==> config.mk <==
export PLATFORM = sky130hd
export DESIGN_NAME = modular_exponentiation_unit_flat
export DESIGN_NICKNAME = d
export VERILOG_FILES = /design/src/sv/mexp_pkg.sv /design/src/sv/mexp_if.sv /design/src/sv/mexp_mulmod.sv /design/src/sv/modular_exponentiation_unit.sv /design/src/flat_wrapper.sv
export SDC_FILE = /design/constraint.sdc
export NUM_CORES = 2
export LEC_CHECK = 0
export ABC_CLOCK_PERIOD_IN_PS = 32000
export BUFFER_PORTS_ARGS = -buffer_cell sky130_fd_sc_hd__buf_4
export CORE_MARGIN = 2
export CORE_UTILIZATION = 70
export CTS_CLUSTER_DIAMETER = 80
export DETAILED_ROUTE_END_ITERATION = 12
export GPL_ROUTABILITY_DRIVEN = 0
export PLACE_DENSITY_LB_ADDON = 0.08
export RECOVER_POWER = 100
export SLEW_MARGIN = 20
export SYNTH_ARGS = -nofsm -noshare
export SYNTH_HDL_FRONTEND = slang
export SYNTH_SLANG_ARGS = --single-unit
==> constraint.sdc <==
create_clock -name clk -period 32 [get_ports clk]
set_input_delay 0 -clock clk [delete_from_list [all_inputs] [get_ports clk]]
set_output_delay 0 -clock clk [all_outputs]
set_load 0.01 [all_outputs]
==> src/sv/mexp_pkg.sv <==
// Shared types and constants for the modular exponentiation unit.
`timescale 1ns / 1ps
`default_nettype none

package mexp_pkg;

  localparam int unsigned DATA_W = 32;
  localparam int unsigned PROD_W = 2 * DATA_W;

  localparam logic [DATA_W-1:0] MODULUS_RESET = 32'd1000000007;

  // Operation codes on the cmd field
  localparam logic CMD_POWER   = 1'b0;
  localparam logic CMD_INVERSE = 1'b1;

  // Request to the shared multiply-reduce unit
  typedef struct packed {
    logic              start;
    logic [DATA_W-1:0] a;
    logic [DATA_W-1:0] b;
  } mexp_req_t;

  // Response from the shared multiply-reduce unit
  typedef struct packed {
    logic              done;
    logic [DATA_W-1:0] res;
  } mexp_rsp_t;

  // Sequencer states
  typedef enum logic [5:0] {
    ST_IDLE = 6'b000001,
    ST_BRED = 6'b000010,
    ST_STEP = 6'b000100,
    ST_MUL  = 6'b001000,
    ST_SQR  = 6'b010000,
    ST_FIN  = 6'b100000
  } mexp_state_t;

endpackage

`default_nettype wire

==> src/sv/mexp_if.sv <==
// Valid/ready channel interfaces for request, result and configuration.
`timescale 1ns / 1ps
`default_nettype none

interface mexp_in_if;
  logic        valid;
  logic        ready;
  logic        cmd;
  logic [31:0] base;
  logic [31:0] exponent;

  modport source (output valid, output cmd, output base, output exponent, input ready);
  modport sink   (input valid, input cmd, input base, input exponent, output ready);
endinterface

interface mexp_out_if;
  logic        valid;
  logic        ready;
  logic [31:0] value;

  modport source (output valid, output value, input ready);
  modport sink   (input valid, input value, output ready);
endinterface

interface mexp_cfg_if;
  logic        valid;
  logic        ready;
  logic [31:0] data;

  modport source (output valid, output data, input ready);
  modport sink   (input valid, input data, output ready);
endinterface

`default_nettype wire

==> src/sv/mexp_mulmod.sv <==
// Shared multiply-reduce unit: (a * b) mod m, two remainder bits per cycle.
`timescale 1ns / 1ps
`default_nettype none

module mexp_mulmod (
  input  wire logic                       clk,
  input  wire logic                       rst_n,
  input  wire logic [mexp_pkg::DATA_W-1:0] m,
  input  wire mexp_pkg::mexp_req_t        req,
  output mexp_pkg::mexp_rsp_t             rsp
);
  import mexp_pkg::*;

  localparam int unsigned STEPS = PROD_W / 2;
  localparam int unsigned CNT_W = $clog2(STEPS);

  logic              busy_r, busy_nxt;
  logic              done_r, done_nxt;
  logic [CNT_W-1:0]  cnt_r, cnt_nxt;
  logic [PROD_W-1:0] prod_r, prod_nxt;
  logic [DATA_W-1:0] rem_r, rem_nxt;

  logic [DATA_W:0] m_ext;
  logic [DATA_W:0] t1, r1, t2, r2;

  // Two restoring remainder steps on the top product bits
  always_comb begin
    m_ext = {1'b0, m};
    t1    = {rem_r, prod_r[PROD_W-1]};
    r1    = (t1 >= m_ext) ? (t1 - m_ext) : t1;
    t2    = {r1[DATA_W-1:0], prod_r[PROD_W-2]};
    r2    = (t2 >= m_ext) ? (t2 - m_ext) : t2;
  end

  // Load on start, then shift the product through the remainder
  always_comb begin
    busy_nxt = busy_r;
    done_nxt = 1'b0;
    cnt_nxt  = cnt_r;
    prod_nxt = prod_r;
    rem_nxt  = rem_r;
    if (req.start) begin
      busy_nxt = 1'b1;
      cnt_nxt  = '0;
      prod_nxt = PROD_W'(req.a) * PROD_W'(req.b);
      rem_nxt  = '0;
    end else if (busy_r) begin
      prod_nxt = {prod_r[PROD_W-3:0], 2'b00};
      rem_nxt  = r2[DATA_W-1:0];
      cnt_nxt  = cnt_r + 1'b1;
      if (cnt_r == CNT_W'(STEPS - 1)) begin
        busy_nxt = 1'b0;
        done_nxt = 1'b1;
      end
    end
  end

  always_ff @(posedge clk) begin
    if (!rst_n) begin
      busy_r <= 1'b0;
      done_r <= 1'b0;
      cnt_r  <= '0;
    end else begin
      busy_r <= busy_nxt;
      done_r <= done_nxt;
      cnt_r  <= cnt_nxt;
    end
    prod_r <= prod_nxt;
    rem_r  <= rem_nxt;
  end

  assign rsp.done = done_r;
  assign rsp.res  = rem_r;

endmodule

`default_nettype wire

==> src/sv/modular_exponentiation_unit.sv <==
// Top level: modular exponentiation by right-to-left square-and-multiply.
// A zero modulus or zero effective exponent goes straight to the result; otherwise
//   the base is reduced first, then each set exponent bit takes a multiply and each
//   bit below the top one a square, all in the shared multiply-reduce unit.
// Throughput: one request at a time; the next is taken once the result is latched.
// Reset (rst_n low, synchronous): sequencer idle, no result pending, modulus 1000000007.
`timescale 1ns / 1ps
`default_nettype none

module modular_exponentiation_unit #(
  parameter int unsigned EXP_BITS = 32
) (
  input  wire logic      clk,
  input  wire logic      rst_n,
  mexp_in_if.sink        in_ch,
  mexp_out_if.source     out_ch,
  mexp_cfg_if.sink       cfg_ch
);
  import mexp_pkg::*;

  localparam int unsigned EW = (EXP_BITS < DATA_W) ? EXP_BITS : DATA_W;

  mexp_state_t       state_r, state_nxt;
  logic [DATA_W-1:0] modulus_r;
  logic [DATA_W-1:0] acc_r, acc_nxt;
  logic [DATA_W-1:0] x_r, x_nxt;
  logic [EW-1:0]     e_r, e_nxt;
  logic              out_valid_r, out_valid_nxt;
  logic [DATA_W-1:0] value_r, value_nxt;

  mexp_req_t         req;
  mexp_rsp_t         rsp;
  logic              in_fire;
  logic [DATA_W-1:0] e_full;
  logic [EW-1:0]     e_eff;

  // Shared multiply-reduce unit
  mexp_mulmod u_mulmod (
    .clk   (clk),
    .rst_n (rst_n),
    .m     (modulus_r),
    .req   (req),
    .rsp   (rsp)
  );

  assign cfg_ch.ready = 1'b1;
  assign in_ch.ready  = (state_r == ST_IDLE);
  assign in_fire      = in_ch.valid && in_ch.ready;

  // Effective exponent: given one, or modulus - 2 (zero if modulus < 2) for the inverse; cut to EW bits
  always_comb begin
    if (in_ch.cmd == CMD_INVERSE) begin
      e_full = (modulus_r < DATA_W'(2)) ? '0 : (modulus_r - DATA_W'(2));
    end else begin
      e_full = in_ch.exponent;
    end
    e_eff = e_full[EW-1:0];
  end

  // Sequencer
  always_comb begin
    state_nxt     = state_r;
    acc_nxt       = acc_r;
    x_nxt         = x_r;
    e_nxt         = e_r;
    out_valid_nxt = out_valid_r;
    value_nxt     = value_r;
    req.start     = 1'b0;
    req.a         = x_r;
    req.b         = x_r;

    if (out_ch.valid && out_ch.ready) begin
      out_valid_nxt = 1'b0;
    end

    unique case (state_r)
      ST_IDLE: begin
        if (in_fire) begin
          e_nxt = e_eff;
          if (modulus_r == '0) begin
            acc_nxt   = '0;
            state_nxt = ST_FIN;
          end else if (e_eff == '0) begin
            acc_nxt   = DATA_W'(1);
            state_nxt = ST_FIN;
          end else begin
            // reduce the base first: base * 1 mod m
            acc_nxt   = DATA_W'(1);
            req.start = 1'b1;
            req.a     = in_ch.base;
            req.b     = DATA_W'(1);
            state_nxt = ST_BRED;
          end
        end
      end
      ST_BRED: begin
        if (rsp.done) begin
          x_nxt     = rsp.res;
          state_nxt = ST_STEP;
        end
      end
      ST_STEP: begin
        req.start = 1'b1;
        if (e_r[0]) begin
          req.a     = acc_r;
          state_nxt = ST_MUL;
        end else begin
          state_nxt = ST_SQR;
        end
      end
      ST_MUL: begin
        if (rsp.done) begin
          acc_nxt = rsp.res;
          if ((e_r >> 1) == '0) begin
            // last set bit: the final square is not needed
            state_nxt = ST_FIN;
          end else begin
            req.start = 1'b1;
            state_nxt = ST_SQR;
          end
        end
      end
      ST_SQR: begin
        if (rsp.done) begin
          x_nxt     = rsp.res;
          e_nxt     = e_r >> 1;
          state_nxt = ST_STEP;
        end
      end
      ST_FIN: begin
        if (!out_valid_r || out_ch.ready) begin
          out_valid_nxt = 1'b1;
          value_nxt     = acc_r;
          state_nxt     = ST_IDLE;
        end
      end
      default: begin
        state_nxt = ST_IDLE;
      end
    endcase
  end

  always_ff @(posedge clk) begin
    if (!rst_n) begin
      state_r     <= ST_IDLE;
      out_valid_r <= 1'b0;
      modulus_r   <= MODULUS_RESET;
    end else begin
      state_r     <= state_nxt;
      out_valid_r <= out_valid_nxt;
      if (cfg_ch.valid && cfg_ch.ready) begin
        modulus_r <= cfg_ch.data;
      end
    end
    acc_r   <= acc_nxt;
    x_r     <= x_nxt;
    e_r     <= e_nxt;
    value_r <= value_nxt;
  end

  assign out_ch.valid = out_valid_r;
  assign out_ch.value = value_r;

endmodule

`default_nettype wire
==> src/flat_wrapper.sv <==
// flat-port wrapper written by rule: the top's interface ports become plain ports
module modular_exponentiation_unit_flat import mexp_pkg::*;
#(
  parameter int unsigned EXP_BITS = 32
)
  (clk, rst_n, in_ch_valid, in_ch_cmd, in_ch_base, in_ch_exponent, in_ch_ready, out_ch_valid, out_ch_value, out_ch_ready, cfg_ch_valid, cfg_ch_data, cfg_ch_ready);
  mexp_in_if in_ch_i ();
  mexp_out_if out_ch_i ();
  mexp_cfg_if cfg_ch_i ();
  input  wire logic clk;
  input  wire logic rst_n;
  input wire logic [$bits(in_ch_i.valid)-1:0] in_ch_valid;
  input wire logic [$bits(in_ch_i.cmd)-1:0] in_ch_cmd;
  input wire logic [$bits(in_ch_i.base)-1:0] in_ch_base;
  input wire logic [$bits(in_ch_i.exponent)-1:0] in_ch_exponent;
  output wire logic [$bits(in_ch_i.ready)-1:0] in_ch_ready;
  output wire logic [$bits(out_ch_i.valid)-1:0] out_ch_valid;
  output wire logic [$bits(out_ch_i.value)-1:0] out_ch_value;
  input wire logic [$bits(out_ch_i.ready)-1:0] out_ch_ready;
  input wire logic [$bits(cfg_ch_i.valid)-1:0] cfg_ch_valid;
  input wire logic [$bits(cfg_ch_i.data)-1:0] cfg_ch_data;
  output wire logic [$bits(cfg_ch_i.ready)-1:0] cfg_ch_ready;
  assign in_ch_i.valid = in_ch_valid;
  assign in_ch_i.cmd = in_ch_cmd;
  assign in_ch_i.base = in_ch_base;
  assign in_ch_i.exponent = in_ch_exponent;
  assign in_ch_ready = in_ch_i.ready;
  assign out_ch_valid = out_ch_i.valid;
  assign out_ch_value = out_ch_i.value;
  assign out_ch_i.ready = out_ch_ready;
  assign cfg_ch_i.valid = cfg_ch_valid;
  assign cfg_ch_i.data = cfg_ch_data;
  assign cfg_ch_ready = cfg_ch_i.ready;
  modular_exponentiation_unit #(.EXP_BITS(EXP_BITS)) u_core (.clk(clk), .rst_n(rst_n), .in_ch(in_ch_i), .out_ch(out_ch_i), .cfg_ch(cfg_ch_i));
endmodule
-- Word level (Yosys, flattened, before mapping)
Index checks and enable logic that the tools add are counted.
- register bits: 270
- bits of input ports: 102
- output and inout bits: 35
- logic and storage cells: 90
- add/subtract/negate cells: 4
- multiply operators: 1
- order comparisons: 3
- equal/unequal tests: 12
- muxes and demuxes: 38
- bitwise logic cells: 2
- reductions and logical operators: 18
- operators with widths (cell ; number):
    32-bit two-way mux ; 10
    65-bit two-way mux ; 3
    32-bit one-hot mux with 2 select lines ; 3
    64-bit two-way mux ; 2
    32-bit zero test ; 3
    33-bit by 32-bit greater-or-equal comparator with 1-bit output ; 2
    32-bit by 32-bit multiplier with 64-bit output ; 1
    32-bit subtractor ; 2
    6-bit two-way mux ; 7
    32-bit by 2-bit less-than comparator with 1-bit output, second input constant ; 1
    32-bit by 2-bit subtractor with 32-bit output, second input constant ; 1
    6-bit one-hot mux with 5 select lines ; 1
    1-bit two-way mux ; 10
    6-bit by 1-bit == test with 1-bit output, second input constant ; 1
    6-bit by 2-bit == test with 1-bit output, second input constant ; 1
    6-bit by 3-bit == test with 1-bit output, second input constant ; 1
    6-bit by 4-bit == test with 1-bit output, second input constant ; 1
    6-bit by 5-bit == test with 1-bit output, second input constant ; 1
    6-bit == test, second input constant ; 1
    2-bit inequality test, second input constant ; 3
    3-bit AND reduction ; 2
    2-bit nonzero test ; 3
    5-bit by 1-bit adder with 5-bit output, second input constant ; 1
    5-bit == test, second input constant ; 1
    11 further kinds ; 16

-- Logic depth before layout (Yosys ltp)
- depth in word-level cells: 10
- mapped depth: 44

-- Modules after synthesis
A second synthesis with hierarchy kept.
- cell total of the unflattened synthesis: 5399
- area total of the unflattened synthesis: 50168.1 µm²
- by module, submodules not included (module ; times used ; cells an instance ; area each (µm²) ; seq. area each (µm²)):
    mexp_mulmod ; 1 ; 4576 ; 41556.1 ; 2702.6
    modular_exponentiation_unit ; 1 ; 823 ; 8612.0 ; 4624.4

-- Worst setup path after synthesis
OpenSTA, ideal clock, no wires.
- path type: register to register
- start: reg u_core.modulus_r[6]
- end: reg u_core.u_mulmod.prod_r[56] (data pin)
- arrival: 10.661 ns
- required time: 31.731 ns
- path slack: 21.071 ns
- cell stages (with the launch flop): 41
- buffers on the path: 6
- cells stage by stage: dfxtp_1 -> or4_4 -> or3_1 -> buf_2 -> or4_1 -> clkbuf_1 -> or4_1 -> a31o_1 -> nand4_1 -> nor3_1 -> or3_1 -> and2_1 -> buf_6 -> buf_6 -> a221oi_2 -> buf_2 -> nor2_1 -> fa_1 -> (+5 left out) -> fa_1 -> inv_1 -> fa_1 -> fa_1 -> fa_1 -> fa_1 -> ha_1 -> clkbuf_1 -> nand4_1 -> a21oi_1 -> o31ai_1 -> a31o_2 -> a2111oi_0 -> nor2_1 -> o41ai_1 -> a31oi_1 -> a221oi_1 -> o31ai_1
- cells in the longest elaborated chain, start to end: 10
- ends and longest elaborated chain (item ; RTL line ; RTL):
    start, declared ; modular_exponentiation_unit.sv:24 ; logic [DATA_W-1:0] modulus_r;
    start signal, assigned ; modular_exponentiation_unit.sv:152 ; modulus_r <= cfg_ch.data;
    32-bit by 2-bit subtractor with 32-bit output / 32-bit by 2-bit less-than comparator with 1-bit output (equally long branches) ; modular_exponentiation_unit.sv:53 ; e_full = (modulus_r < DATA_W'(2)) ? '0 : (modulus_r - DATA_W'(2));
    32-bit two-way mux ; modular_exponentiation_unit.sv:53 ;
    32-bit two-way mux ; modular_exponentiation_unit.sv:52 ; if (in_ch.cmd == CMD_INVERSE) begin
    32-bit zero test ; modular_exponentiation_unit.sv:83 ; end else if (e_eff == '0) begin
    65-bit two-way mux ; modular_exponentiation_unit.sv:83 ;
    65-bit two-way mux (*) ; modular_exponentiation_unit.sv:80 ; if (modulus_r == '0) begin
    65-bit two-way mux (*) ; modular_exponentiation_unit.sv:78 ; if (in_fire) begin
    32-bit one-hot mux with 2 select lines / 32-bit two-way mux (equally long branches) ; modular_exponentiation_unit.sv:76 ; unique case (state_r)
    32-bit by 32-bit multiplier with 64-bit output ; mexp_mulmod.sv:45 ; prod_nxt = PROD_W'(req.a) * PROD_W'(req.b);
    64-bit two-way mux (*) ; mexp_mulmod.sv:42 ; if (req.start) begin
    net u_core.u_mulmod.prod_nxt[56] ; mexp_mulmod.sv:20 ; logic [PROD_W-1:0] prod_r, prod_nxt;
    end signal, assigned ; mexp_mulmod.sv:68 ; prod_r <= prod_nxt;
    end, declared ; mexp_mulmod.sv:20 ;
Mark *: on every way through the listed nets, which the timed path passes. The rest lies on a longest branch.
A chain may end at the register's enable or synchronous reset.

-- Final worst setup path
- start: reg u_core.modulus_r[18]
- end: reg u_core.u_mulmod.prod_r[56] (data pin)
The elaborated chain is that of the path after synthesis.

==> results by group <==
Setup path
  • Crit path top cell by count: fa_1
  • CP startpoint kind: register
  • Crit path capture type: register
  • First element of the critical path: u_core.modulus_r[18]$_SDFFE_PN0P_
  • Kind of critical path: reg -> reg
  • CP arrival: 18.09 ns
  • Worst Path Max Fanout: around 90
  • Critical R2R Capture: u_core.u_mulmod.prod_r[56]$_DFFE_PP_
  • Flop2flop setup slack: 14.26 ns
  • Worst path max stage delay: 2.75 ns
  • Reg2Reg Depth: 35
  • Required @ worst endpoint: 32.35 ns
  • CP bufs+invs: 7
  • Slowest CP cell: clkbuf_1
  • Family with the most delay on the worst path: simple AND/OR/NAND/NOR gates
  • R2R Path Start: u_core.modulus_r[18]$_SDFFE_PN0P_

STA
  • Max-slew headroom: -183%
  • TNS Setup: 0 ns
  • Tmin final: 17.74 ns
  • Hold_ws: 0.0107 ns
  • Setup violators final: 0
  • Fin. Hold Viols: 0
  • Max Transition Viols Final: 485
  • Final Cycle Share: 55.4%
  • Clock Skews: 0.0309 ns
  • Setup WS post-layout: 14.26 ns
  • RSZ-0062 raised after global routing: false
  • Fmax: approximately 0.056 GHz
  • Worst Tran Pin Value: 4.25 ns

Drt
  • Vias per inst: about 6.4
  • Total Wirelength: 164,000 um
  • Initial DRT Pass Iterations: 7
  • 1st-iter DRT viols: between 5k and 6k
  • WL per Instance: 25.6 um
  • Antenna-violating nets left: 0
  • Via count of the routed design: 41.2k
  • DRC violations left: 0

Yosys
  • Syn_nets: a little under 7k
  • Number of synthesized flops with an enable pin: 192
  • Top cell type's share of synthesized area: 37.2%
  • Netlist cell types: between 70 and 80
  • Asr flop ratio synth: 0%
  • Synth top cells by count: 982 x inv_1, 898 x fa_1, 757 x nor2_1, 668 x nand2_1, 330 x ha_1
  • Synth Flop Type: edfxtp_1
  • YS warnings: 0
  • Post-Syn Area: 48,400 um2
  • Syn Area/Cell: 8.92 um2
  • Seq cells post-synth: 270
  • Top post-synthesis cells by area: fa_1 37%, edfxtp_1 12%, ha_1 8.5%
  • Gate Count Post-Synth: 5,424
  • Count leader, synth: inv_1
  • Sequential area share after synthesis: 15.1%
  • Yosys top cell by area: fa_1

CTS
  • Clock sinks: 270
  • TritonCTS clock tree: yes
  • Post-CTS setup buffer count: 0
  • Num CTS Buffers: 34
  • Root Driver: clkbuf_16
  • CTS clk-pin slew, worst paths: around 0.070 ns
  • Clk_lat worst skew: 0.63 ns
  • CTS H-tree depth: 2
  • Deepest clock path buffer count: 3

Global route
  • Number of global-route vias before repair: 42.5k
  • First-pass GRT wire length: 248,000 um
  • Largest net degree at the start of global routing: slightly above 100
  • Initial antenna violation count: 5
  • GRT Residual Overflow: 0
  • Tot GR Track Use: between 40% and 50%

Run status
  • Failing checks: max-capacitance violations, max-slew violations
  • Outcome: complete, but fails checks

Hold path
  • Hold_sp: in_ch_exponent[16]
  • Hold Crit Class: in -> reg
  • Hold EP: u_core.e_r[16]$_DFFE_PP_
  • Worst hold path depth: 4

Final layout
  • # fillers: a little under 5k
  • Nets: 6,822
  • Area of the multi-input gates: 36,000 um2
  • P&R area growth vs syn: 7.21%
  • Layout cells sized above 1: 5.36%
  • Cell Count, Final, Fillers Out: around 6.4k
  • Reg area: 7330 um2

Placement
  • PortBufs: 135
  • Cell count after placement: 6,230
  • Worst slack, placed: 18.48 ns
  • Detailed Place HPWL: 121,000 um

Floorplan
  • Die W: 267 um
  • Die area: roughly 71,000 um2
  • Row count: 96
  • Die height: 267 um
  • Core area: approximately 70,000 um2
  • Initial core utilization: 70.7%
  • I/O pin count: 137

Run
  • Number of max-cap violations: 12
through the flow:
step / cell area [um2] / utilization (%)
2_1_floorplan: 48400 / -
3_3_place_gp: 49900 / 72.8
3_5_place_dp: 49900 / 72.8
4_1_cts: 52000 / 76.0
5_1_grt: 51900 / 75.7
6_report: 51900 / 75.8
routing by layer:
layer | GRT usage, % | vias up | part of all wire, %
met5 | 0.970 | - | 0.066
met4 | 38.2 | 8 | 11
met3 | 19.7 | 1087 | 15
met2 | 68.6 | 3320 | 41
met1 | 55.0 | 19666 | 33
li1 | - | 17145 | -
sequential cells by signal, indices dropped and copies added, names as in the netlist:
signal	count
u_core.out_ch.valid	1
u_core.u_mulmod.rem_r	32
u_core.out_ch.value	32
u_core.u_mulmod.busy_r	1
u_core.acc_r	32
u_core.x_r	32
u_core.u_mulmod.prod_r	64
u_core.u_mulmod.cnt_r	5
u_core.u_mulmod.done_r	1
u_core.modulus_r	32
u_core.e_r	32
u_core.state_r	6
logic make-up after synthesis:
kind of cell    after synthesis  synth area share (%)
mux                          60                  1.28
xor+xnor                    136                  2.46
other cells                   1               0.00775
compound gates              720                  10.1
fa+ha+maj                  1228                  45.7
flops                       270                  15.1
buf+inv                    1280                  10.4
simple gates               1729                  14.9
repair_timing:
action,CTS,global route
hold buffers,105,0
gates resized for setup,0,0
endpoints found under the hold margin,66,0
layout make-up:
cell class | count | area share [%]
Multi-Input combinational cell | 3874 | 69.5
Sequential cell | 270 | 14.1
Inverter | 983 | 7.11
Timing Repair Buffer | 329 | 4.91
Tap cell | 882 | 2.13
Clock buffer | 39 | 1.74
Clock inverter | 23 | 0.458
Antenna cell | 5 | 0.0241
how the worst max path moves through the flow:
stage,end,slack (ns),depth (start not counted)
4_1_cts,u_core.u_mulmod.prod_r[56]$_DFFE_PP_,18.51,37
5_1_grt,u_core.u_mulmod.prod_r[56]$_DFFE_PP_,13.30,35
3_5_place_dp,u_core.u_mulmod.prod_r[56]$_DFFE_PP_,18.48,37
2_1_floorplan,u_core.u_mulmod.prod_r[56]$_DFFE_PP_,21.07,40
6_report,u_core.u_mulmod.prod_r[56]$_DFFE_PP_,14.26,35
3_3_place_gp,u_core.u_mulmod.prod_r[56]$_DFFE_PP_,18.80,34
tightest hold or removal path, delay by kind of cell:
kind,cells,cell delay [ns]
compound gates,2,0.28
buf+inv,2,0.17
layout by cell type (no fill, tap or decap), types with 60 or more instances in the layout:
| cell type | n |
|---|---|
| dfxtp_1 | 77 |
| ha_1 | 330 |
| o21ai_0 | 231 |
| fa_1 | 898 |
| nor2_1 | 757 |
| buf_4 | 168 |
| a21o_1 | 60 |
| edfxtp_1 | 192 |
| xnor2_1 | 83 |
| a21oi_1 | 167 |
| inv_1 | 982 |
| nand2_1 | 667 |
| dlygate4sd3_1 | 105 |
Power is not shown: default switching activity piles up to over one toggle a cycle in this logic, so the estimate is an artifact.
